File: config.mk
export PLATFORM = sky130hd
export DESIGN_NAME = luhn_card_number_classifier_unit
export DESIGN_NICKNAME = d
export VERILOG_FILES = /design/src/hw/rtl/lcnc_pkg.sv /design/src/hw/rtl/luhn_card_number_classifier_unit.sv /design/src/hw/rtl/lcnc_dd_stage.sv /design/src/hw/rtl/lcnc_luhn.sv /design/src/hw/rtl/lcnc_classify.sv
export SDC_FILE = /design/constraint.sdc
export NUM_CORES = 2
export LEC_CHECK = 0
export BUFFER_PORTS_ARGS = -buffer_cell sky130_fd_sc_hd__buf_2
export CORE_MARGIN = 3
export CORE_UTILIZATION = 40
export DETAILED_ROUTE_END_ITERATION = 8
export PLACE_DENSITY = 0.62
export SKIP_LAST_GASP = 1
export SLEW_MARGIN = 20
export SYNTH_ARGS = -nofsm -noshare
export SYNTH_HDL_FRONTEND = slang
export SYNTH_SLANG_ARGS = --single-unit
File: constraint.sdc
create_clock -name clk -period 161.6 [get_ports clk]
set_input_delay 32.32 -clock clk [delete_from_list [all_inputs] [get_ports clk]]
set_output_delay 32.32 -clock clk [all_outputs]
set_load 0.02 [all_outputs]
File: src/hw/rtl/lcnc_pkg.sv
// Shared types, constants and helper functions of the card number classifier.
`default_nettype none
package lcnc_pkg;

  localparam int IN_W           = 64;
  localparam int NUM_DIGITS     = 20;   // decimal digits that a 64-bit value can hold
  localparam int MAX_DIGITS     = 19;
  localparam int BITS_PER_STAGE = 4;
  localparam int DD_STAGES      = IN_W / BITS_PER_STAGE;
  localparam int DIG_W          = NUM_DIGITS * 4;
  localparam int GROUPS         = 4;
  localparam int GROUP_LEN      = NUM_DIGITS / GROUPS;
  localparam int GROUP_W        = 6;    // up to five digits of at most 9
  localparam int TOTAL_W        = 8;    // up to twenty digits of at most 9
  localparam int CNT_W          = 5;
  localparam int OUT_W          = 8;

  localparam logic [3:0]       DIG_THREE = 4'd3;
  localparam logic [3:0]       DIG_FOUR  = 4'd4;
  localparam logic [3:0]       DIG_FIVE  = 4'd5;
  localparam logic [3:0]       DIG_SEVEN = 4'd7;
  localparam logic [3:0]       DIG_ONE   = 4'd1;
  localparam logic [3:0]       DIG_NINE  = 4'd9;
  localparam logic [CNT_W-1:0] LEN_13    = 5'd13;
  localparam logic [CNT_W-1:0] LEN_15    = 5'd15;
  localparam logic [CNT_W-1:0] LEN_16    = 5'd16;
  localparam logic [CNT_W-1:0] LEN_MAX   = CNT_W'(MAX_DIGITS);

  typedef logic [NUM_DIGITS-1:0][3:0] digits_t;

  typedef enum logic [1:0] {
    BRAND_NONE = 2'd0,
    BRAND_AX   = 2'd1,
    BRAND_MC   = 2'd2,
    BRAND_VS   = 2'd3
  } brand_t;

  typedef struct packed {
    logic [3:0]       residue;
    logic [CNT_W-1:0] count;
    logic [3:0]       lead;
    logic [3:0]       next;
  } lcnc_sum_t;

  // One double-dabble step: correct every digit, then shift the new bit in.
  function automatic digits_t dd_step(input digits_t bcd, input logic b);
    digits_t          tmp;
    logic [DIG_W-1:0] flat;
    for (int d = 0; d < NUM_DIGITS; d++) begin
      tmp[d] = (bcd[d] >= DIG_FIVE) ? bcd[d] + DIG_THREE : bcd[d];
    end
    flat = tmp;
    return digits_t'({flat[DIG_W-2:0], b});
  endfunction

  // Luhn weight of one digit; every second digit from the right is doubled and folded.
  function automatic logic [3:0] luhn_val(input logic [3:0] d, input logic dbl);
    logic [4:0] twice;
    twice = {d, 1'b0};
    if (!dbl) begin
      return d;
    end
    return (twice > 5'd9) ? 4'(twice - 5'd9) : twice[3:0];
  endfunction

  // Remainder by ten of a small sum through a reciprocal multiply.
  function automatic logic [3:0] mod10(input logic [TOTAL_W-1:0] v);
    logic [15:0] prod;
    logic [4:0]  q;
    logic [7:0]  qt;
    prod = {8'd0, v} * 16'd205;
    q    = prod[15:11];
    qt   = {3'd0, q} * 8'd10;
    return 4'(v - qt);
  endfunction

endpackage
`default_nettype wire

File: src/hw/rtl/luhn_card_number_classifier_unit.sv
// Top level of the card number classifier pipeline.
// Takes one card number per beat as a 64-bit unsigned integer and returns its
// brand code, Luhn verdict and decimal digit count. The pipeline accepts one
// beat every cycle while the output is not stalled; each number passes through
// sixteen binary-to-decimal stages (four bits each), two Luhn sum stages and
// the final classification register. A stall on the output holds the whole
// pipeline in place, so in_tready follows out_tready whenever a result is waiting.
// Brand codes: 0 none, 1 prefix 34/37 with 15 digits, 2 prefix 51-55 with
// 16 digits, 3 prefix 4 with 13 or 16 digits. A number longer than 19 digits
// reports checksum_ok 0.
`default_nettype none
module luhn_card_number_classifier_unit (
  input  wire logic        clk,
  input  wire logic        rst_n,
  input  wire logic        in_tvalid,
  output logic             in_tready,
  input  wire logic [63:0] in_tdata,   // [63:0] card_number
  output logic             out_tvalid,
  input  wire logic        out_tready,
  output logic [7:0]       out_tdata   // [1:0] brand, [2] checksum_ok, [7:3] digit_count
);

  logic                                en;
  logic [lcnc_pkg::DD_STAGES:0]        dd_valid;
  logic [lcnc_pkg::IN_W-1:0]           dd_bin [lcnc_pkg::DD_STAGES+1];
  lcnc_pkg::digits_t                   dd_bcd [lcnc_pkg::DD_STAGES+1];
  logic                                sum_valid;
  lcnc_pkg::lcnc_sum_t                 sum;

  // Advance the whole pipeline unless a finished result is held.
  assign en        = !out_tvalid || out_tready;
  assign in_tready = en;

  assign dd_valid[0] = in_tvalid;
  assign dd_bin[0]   = in_tdata;
  assign dd_bcd[0]   = '0;

  for (genvar s = 0; s < lcnc_pkg::DD_STAGES; s++) begin : g_dd
    lcnc_dd_stage u_stage (
      .clk       (clk),
      .rst_n     (rst_n),
      .en        (en),
      .in_valid  (dd_valid[s]),
      .in_bin    (dd_bin[s]),
      .in_bcd    (dd_bcd[s]),
      .out_valid (dd_valid[s+1]),
      .out_bin   (dd_bin[s+1]),
      .out_bcd   (dd_bcd[s+1])
    );
  end

  lcnc_luhn u_luhn (
    .clk       (clk),
    .rst_n     (rst_n),
    .en        (en),
    .in_valid  (dd_valid[lcnc_pkg::DD_STAGES]),
    .in_bcd    (dd_bcd[lcnc_pkg::DD_STAGES]),
    .out_valid (sum_valid),
    .out_sum   (sum)
  );

  lcnc_classify u_classify (
    .clk       (clk),
    .rst_n     (rst_n),
    .en        (en),
    .in_valid  (sum_valid),
    .in_sum    (sum),
    .out_valid (out_tvalid),
    .out_data  (out_tdata)
  );

endmodule
`default_nettype wire

File: src/hw/rtl/lcnc_dd_stage.sv
// One pipeline stage of the binary to decimal conversion: four shift-and-correct steps.
`default_nettype none
module lcnc_dd_stage (
  input  wire logic                  clk,
  input  wire logic                  rst_n,
  input  wire logic                  en,
  input  wire logic                  in_valid,
  input  wire logic [lcnc_pkg::IN_W-1:0] in_bin,
  input  wire lcnc_pkg::digits_t     in_bcd,
  output logic                       out_valid,
  output logic [lcnc_pkg::IN_W-1:0]  out_bin,
  output lcnc_pkg::digits_t          out_bcd
);

  logic                         valid_r;
  logic [lcnc_pkg::IN_W-1:0]    bin_r, bin_nxt;
  lcnc_pkg::digits_t            bcd_r, bcd_nxt;

  always_comb begin
    bcd_nxt = in_bcd;
    for (int i = 0; i < lcnc_pkg::BITS_PER_STAGE; i++) begin
      bcd_nxt = lcnc_pkg::dd_step(bcd_nxt, in_bin[lcnc_pkg::IN_W-1-i]);
    end
    bin_nxt = in_bin << lcnc_pkg::BITS_PER_STAGE;
  end

  always_ff @(posedge clk) begin
    if (!rst_n) begin
      valid_r <= 1'b0;
    end else if (en) begin
      valid_r <= in_valid;
    end
  end

  always_ff @(posedge clk) begin
    if (en) begin
      bin_r <= bin_nxt;
      bcd_r <= bcd_nxt;
    end
  end

  assign out_valid = valid_r;
  assign out_bin   = bin_r;
  assign out_bcd   = bcd_r;

endmodule
`default_nettype wire

File: src/hw/rtl/lcnc_luhn.sv
// Luhn sum and leading digit search over the decimal digits, two register stages.
`default_nettype none
module lcnc_luhn (
  input  wire logic               clk,
  input  wire logic               rst_n,
  input  wire logic               en,
  input  wire logic               in_valid,
  input  wire lcnc_pkg::digits_t  in_bcd,
  output logic                    out_valid,
  output lcnc_pkg::lcnc_sum_t     out_sum
);

  logic [lcnc_pkg::GROUPS-1:0][lcnc_pkg::GROUP_W-1:0] grp_r, grp_nxt;
  logic [lcnc_pkg::CNT_W-1:0] cnt_r, cnt_nxt;
  logic [3:0]                 lead_r, lead_nxt, next_r, next_nxt;
  logic                       v1_r, v2_r;
  lcnc_pkg::lcnc_sum_t        sum_r, sum_nxt;
  logic [lcnc_pkg::TOTAL_W-1:0] total;

  // Stage 1: group sums, the highest nonzero digit, the digit count and the digit below it.
  always_comb begin
    grp_nxt  = '0;
    cnt_nxt  = '0;
    lead_nxt = '0;
    next_nxt = '0;
    for (int g = 0; g < lcnc_pkg::GROUPS; g++) begin
      for (int k = 0; k < lcnc_pkg::GROUP_LEN; k++) begin
        grp_nxt[g] = grp_nxt[g] + lcnc_pkg::GROUP_W'(lcnc_pkg::luhn_val(
                       in_bcd[g*lcnc_pkg::GROUP_LEN+k],
                       ((g*lcnc_pkg::GROUP_LEN+k) % 2) == 1));
      end
    end
    for (int i = 0; i < lcnc_pkg::NUM_DIGITS; i++) begin
      if (in_bcd[i] != 4'd0) begin
        cnt_nxt  = lcnc_pkg::CNT_W'(i + 1);
        lead_nxt = in_bcd[i];
        next_nxt = (i > 0) ? in_bcd[(i > 0) ? i - 1 : 0] : 4'd0;
      end
    end
  end

  // Stage 2: total and remainder by ten.
  always_comb begin
    total = '0;
    for (int g = 0; g < lcnc_pkg::GROUPS; g++) begin
      total = total + lcnc_pkg::TOTAL_W'(grp_r[g]);
    end
    sum_nxt.residue = lcnc_pkg::mod10(total);
    sum_nxt.count   = cnt_r;
    sum_nxt.lead    = lead_r;
    sum_nxt.next    = next_r;
  end

  always_ff @(posedge clk) begin
    if (!rst_n) begin
      v1_r <= 1'b0;
      v2_r <= 1'b0;
    end else if (en) begin
      v1_r <= in_valid;
      v2_r <= v1_r;
    end
  end

  always_ff @(posedge clk) begin
    if (en) begin
      grp_r  <= grp_nxt;
      cnt_r  <= cnt_nxt;
      lead_r <= lead_nxt;
      next_r <= next_nxt;
      sum_r  <= sum_nxt;
    end
  end

  assign out_valid = v2_r;
  assign out_sum   = sum_r;

endmodule
`default_nettype wire

File: src/hw/rtl/lcnc_classify.sv
// Final stage: checksum verdict, brand lookup and the output register.
`default_nettype none
module lcnc_classify (
  input  wire logic                clk,
  input  wire logic                rst_n,
  input  wire logic                en,
  input  wire logic                in_valid,
  input  wire lcnc_pkg::lcnc_sum_t in_sum,
  output logic                     out_valid,
  output logic [lcnc_pkg::OUT_W-1:0] out_data
);

  logic                         valid_r;
  logic [lcnc_pkg::OUT_W-1:0]   data_r, data_nxt;
  logic                         ok;
  lcnc_pkg::brand_t             brand;

  always_comb begin
    ok    = (in_sum.residue == 4'd0) && (in_sum.count <= lcnc_pkg::LEN_MAX);
    brand = lcnc_pkg::BRAND_NONE;
    if (ok) begin
      priority if (in_sum.lead == lcnc_pkg::DIG_THREE &&
                   (in_sum.next == lcnc_pkg::DIG_FOUR || in_sum.next == lcnc_pkg::DIG_SEVEN) &&
                   in_sum.count == lcnc_pkg::LEN_15) begin
        brand = lcnc_pkg::BRAND_AX;
      end else if (in_sum.lead == lcnc_pkg::DIG_FIVE && in_sum.next >= lcnc_pkg::DIG_ONE &&
                   in_sum.next <= lcnc_pkg::DIG_FIVE && in_sum.count == lcnc_pkg::LEN_16) begin
        brand = lcnc_pkg::BRAND_MC;
      end else if (in_sum.lead == lcnc_pkg::DIG_FOUR &&
                   (in_sum.count == lcnc_pkg::LEN_13 || in_sum.count == lcnc_pkg::LEN_16)) begin
        brand = lcnc_pkg::BRAND_VS;
      end else begin
        brand = lcnc_pkg::BRAND_NONE;
      end
    end
    data_nxt = {in_sum.count, ok, brand};
  end

  always_ff @(posedge clk) begin
    if (!rst_n) begin
      valid_r <= 1'b0;
    end else if (en) begin
      valid_r <= in_valid;
    end
  end

  always_ff @(posedge clk) begin
    if (en) begin
      data_r <= data_nxt;
    end
  end

  assign out_valid = valid_r;
  assign out_data  = data_r;

endmodule
`default_nettype wire
Word-level counts from Yosys, hierarchy flattened --
Cells that the tools add are included.
Operators by class: $lt $le $gt $ge 1083, add/subtract/negate cells 1100, multiplexer cells 1141, $mul 2, equal/unequal tests 8, reductions and logical operators 34, bitwise logic cells 1
Operator list (number):
- $mux 4 | 1078
- $ge 4x3->1 const B | 1050
- $add 4x2->4 const B | 1007
- $mux 3 | 52
- $add 3x2->3 const B | 43
- $reduce_bool 4->1 | 20
- $add 6x4->6 | 12
- $add 1x2->3 const B | 20
- $ge 1x3->1 const B | 20
- $gt 5x4->1 const B | 10
- $sub 4x4->4 const B | 10
- $add 4x4->5 | 4
- $add 8x6->8 | 2
- $eq 4x3->1 const B | 4
- $mul 8x8->16 const B | 1
- $eq 5x4->1 const B | 2
- $mux 2 | 4
- $add 6x6->7 | 1
- $logic_and 1x1->1 | 7
- $mux 1 | 7
- $eq 5x5->1 const B | 1
- $le 5x5->1 const B | 1
- $mul 5x3->3 const B | 1
- $reduce_or 5->1 | 1
- 9 further kinds | 11
Storage, ports and cells: bits in registers 1666, output and inout bits 10

Depth between registers and ports, before layout --
word-level depth 21, mapped depth 32

Modules after synthesis --
Synthesis repeated with hierarchy kept, for this count alone.
Unflattened totals: cells, all modules 23803, area total of the unflattened synthesis 214690.9 um^2
Modules (own cells, without submodules):
- lcnc_dd_stage | area an instance 12931.2 um^2, cells an instance 1435, sequential area each 4224.1 um^2, instances 16
- lcnc_luhn | area an instance 7357.1 um^2, cells an instance 809, sequential area each 1661.6 um^2, instances 1
- lcnc_classify | area an instance 425.4 um^2, cells an instance 32, sequential area each 260.2 um^2, instances 1
- luhn_card_number_classifier_unit | area an instance 10.0 um^2, cells an instance 2, sequential area each 0.0 um^2, instances 1

Worst setup path after synthesis --
No wires, ideal clock.
path type input port to output port, start point input port out_tready, end point output port in_tready, path buffers 1, data arrival time 66.451 ns, cell stages on the path 3, required time 129.280 ns, path slack 62.829 ns, path through nor2b_1 -> clkinv_1 -> clkbuf_1
On the way: cells in the longest elaborated chain, start to end 1
RTL lines:
- start: declaration | RTL line luhn_card_number_classifier_unit.sv:19 | input wire logic out_tready,
- $logic_or 1x1->1 | RTL line luhn_card_number_classifier_unit.sv:31 | assign en = !out_tvalid || out_tready;
- end: declaration | RTL line luhn_card_number_classifier_unit.sv:16 | output logic in_tready,
No other way between the ends.

Worst setup path after layout --
Same ends and word-level chain as after synthesis.

==> metrics.txt <==
outcome completed; FF+latch area between 30000 and 40000 um^2; met3 usage 0.0162; vias in the first global route around 73000; Final #Nets around 13000; first-pass GRT wire length around 310 mm; FILL cells around 27000; Achievable Freq 15.2 MHz; Hold Crit Class reg -> reg; antenna violations before repair 1; core area 277000 um^2; gr busiest metal met2; DP HPWL approximately 130 mm; Mean Syn Cell Area 9.88 um^2; Initial Util 0.402; Setup crit end kind primary output; met1 usage 0.139; Post-synth EDFFs 1252; chip height about 530 um; Crit path top cell by count buf_2; Clock Skew ~0.076 ns; Post-Syn Nets roughly 13000; CP required between 100 and 150 ns; Setup Fix Bufs, Post-CTS 0; vias per cell between 4 and 5; Period minus WS final between 60 and 70 ns; Startpoint Class input port; Mapped Cells between 10000 and 15000; pin count of the biggest net entering global routing ~180; met2 Usage GRT 0.228; # hold bufs at CTS 0; CTS Buffer Depth 4; Port Buffers just under 80; Initial DRC Count 2653; Die X roughly 530 um; CP top delay family buffers and inverters; reg2reg start u_luhn.grp_r[0]; Worst setup startpoint out_tready; CP Class in -> out; max-cap violations 0; Clk pin slew, worst setup/hold paths ~0.060 ns; final global-route overflow total 0; drt pass-1 iters 5; FF-to-FF setup slack roughly 150 ns; number of buffers created by CTS about 170; Sum Neg Setup Slack 0 ns; endpoints failing hold 0; via count 75791; clk root buf clkbuf_16; post-cts resize count 0; worst path cell trace buf_2, nor2b_1, buf_4, inv_8, buf_2; top_reg_cell synth edfxtp_1; slowest cell delay on critical path 0.39 ns; RSZ-0062 raised after global routing false; measured slew at the worst slew-check pin about 1.1 ns; H-Tree Depth 4; TritonCTS clock tree yes; residual DRC count 0; Area Overhead vs Synth 9.26%; final critical-path share of the clock period 0.406; reg-to-reg endpoint u_luhn.out_sum[16]; Netlist Area Pre-Place between 100000 and 150000 um^2; DR WL/cell between 10 and 15 um; Final Max Slew Viols 0; path depth of the worst reg2reg path 30; Routed WL ~170 mm; num rows about 190; Crit Path Max Fanout 93; Setup crit end in_tready; FF+latch count, synth between 1000 and 1500; layout cells sized above 1 0.0814; I/O pin cnt 78; Worst-Skew Late Latency about 0.83 ns; Synth cell types roughly 110; die area ~290000 um^2; Levels on crit path 5; worst path arrival time roughly 33 ns; Critical path buffers and inverters 4; Critical-path top delay cell inv_8; asr flop ratio synth 0; Post-DRT Antenna Nets 0; sequential fraction of the synthesis area 0.341; worst rel slew slack 0.268; Total GRT Usage 0.120; area occupied by multi-input gates ~68000 um^2; Num Clock Sinks between 1000 and 1500; GPL Wtd Cong between 0.8 and 0.9; Ys Warns 0; # setup viols final 0
-- per-stage QoR --
stage	util	instance area (um^2)	hold WS, ns	instances	setup WS [ns]
global placement	0.421	117000	0.400	15050	95.83
finish	0.440	122000	0.380	15340	95.95
detailed placement	0.421	117000	0.405	15050	95.84
global route	0.440	122000	0.375	15340	95.79
floorplan	-	111000	0.400	11279	62.83
CTS	0.440	122000	0.371	15338	95.84
-- registers in the layout, summed over array words and instances (netlist names) --
name / count
u_classify.out_valid: 1
u_classify.out_data: 8
u_luhn.v1_r: 1
g_dd.u_stage.out_bin: 480
u_luhn.cnt_r: 5
g_dd.u_stage.out_valid: 16
u_luhn.out_sum: 17
g_dd.u_stage.out_bcd: 710
u_luhn.grp_r: 24
u_luhn.lead_r: 4
u_luhn.next_r: 4
u_luhn.out_valid: 1
-- final cells by class --
class,count,area share
multi-input combinational,8465,0.556
sequential,1271,0.312
inverter,1515,0.0467
tap,3705,0.0381
clock buffer,197,0.0359
clock inverter,91,0.00703
timing repair buffer,94,0.00462
antenna,2,0.0000411
-- cell usage after synthesis (19+ instances only) --
cell	number	area (um^2)
nand2b_1	572	3580
a21oi_2	48	420
a311oi_1	25	219
nor2_1	599	2250
a21oi_1	909	4550
o21bai_1	36	270
ha_1	1424	17800
a211oi_1	43	323
nor3_1	128	641
dfxtp_1	19	380
and2_1	20	125
a21o_1	113	848
inv_1	1460	5480
edfxtp_1	1252	37600
xor2_1	36	315
mux2i_1	866	8670
mux2_2	401	4520
o22ai_1	21	131
a31oi_1	42	263
nor3b_1	277	2080
a21bo_2	22	220
fa_1	56	1120
xnor2_1	660	5780
o21ai_0	332	1660
inv_2	52	195
o21a_1	136	1020
nand2_1	353	1330
a21boi_0	52	390
a21boi_1	96	721
nor2b_1	366	2290
clkbuf_1	20	75.1
nand3_1	97	485
o211ai_1	46	345
o21ai_1	243	1220
-- logic make-up (layout without fill, tap and decap cells) --
| kind of cell | after synthesis | after routing | share of synthesized area |
|---|---|---|---|
| DFF | 1271 | 1271 | 0.341 |
| AOI/OAI and AO/OA | 2444 | 2444 | 0.137 |
| xor gates and xnor gates | 697 | 697 | 0.0548 |
| adders and majority gates | 1480 | 1480 | 0.170 |
| other | 0 | 2 | 0 |
| muxes | 1303 | 1303 | 0.123 |
| and+or+nand+nor | 2541 | 2541 | 0.123 |
| buffers and inverters | 1543 | 1897 | 0.0521 |
-- cells in the final DEF (no fill, tap or decap), types with 21 or more instances in the layout --
cell type,n
a211oi_1,43
a21bo_2,22
a21boi_0,52
a21boi_1,96
a21o_1,113
a21oi_1,909
a21oi_2,48
a311oi_1,25
a31oi_1,42
buf_2,77
clkbuf_1,25
clkbuf_16,170
clkinv_1,41
edfxtp_1,1252
fa_1,56
ha_1,1424
inv_1,1460
inv_2,52
mux2_2,401
mux2i_1,866
nand2_1,353
nand2b_1,572
nand3_1,97
nor2_1,599
nor2b_1,366
nor3_1,128
nor3b_1,277
o211ai_1,46
o21a_1,136
o21ai_0,332
o21ai_1,243
o21bai_1,36
o22ai_1,21
xnor2_1,660
xor2_1,36
-- how the worst min path moves through the flow --
| stage | start | to | slack [ns] | cells after the start |
|---|---|---|---|---|
| final | g_dd[0].u_stage.out_bin[29] | g_dd[1].u_stage.out_bin[33] | 0.38 | 0 |
| after global routing | g_dd[3].u_stage.out_bin[24] | g_dd[4].u_stage.out_bin[28] | 0.37 | 0 |
| after global placement | g_dd[0].u_stage.out_bin[14] | g_dd[1].u_stage.out_bin[18] | 0.40 | 0 |
| after CTS | g_dd[0].u_stage.out_bin[29] | g_dd[1].u_stage.out_bin[33] | 0.37 | 0 |
| after detailed placement | g_dd[9].u_stage.out_bin[45] | g_dd[10].u_stage.out_bin[49] | 0.40 | 0 |
| after floorplan | g_dd[9].u_stage.out_bin[60] | g_dd[10].u_stage.out_bcd[0] | 0.40 | 0 |
-- layer usage --
| metal | share of wire | vias to the layer above | wire, um |
|---|---|---|---|
| met3 | 0.026 | 264 | 4550 |
| met5 | 0 | - | 0 |
| met1 | 0.45 | 34692 | 77300 |
| li1 | - | 40283 | - |
| met4 | 0.024 | 0 | 4050 |
| met2 | 0.50 | 552 | 85800 |
Power is not shown: default switching activity piles up to over one toggle a cycle in this logic, so the estimate is an artifact.
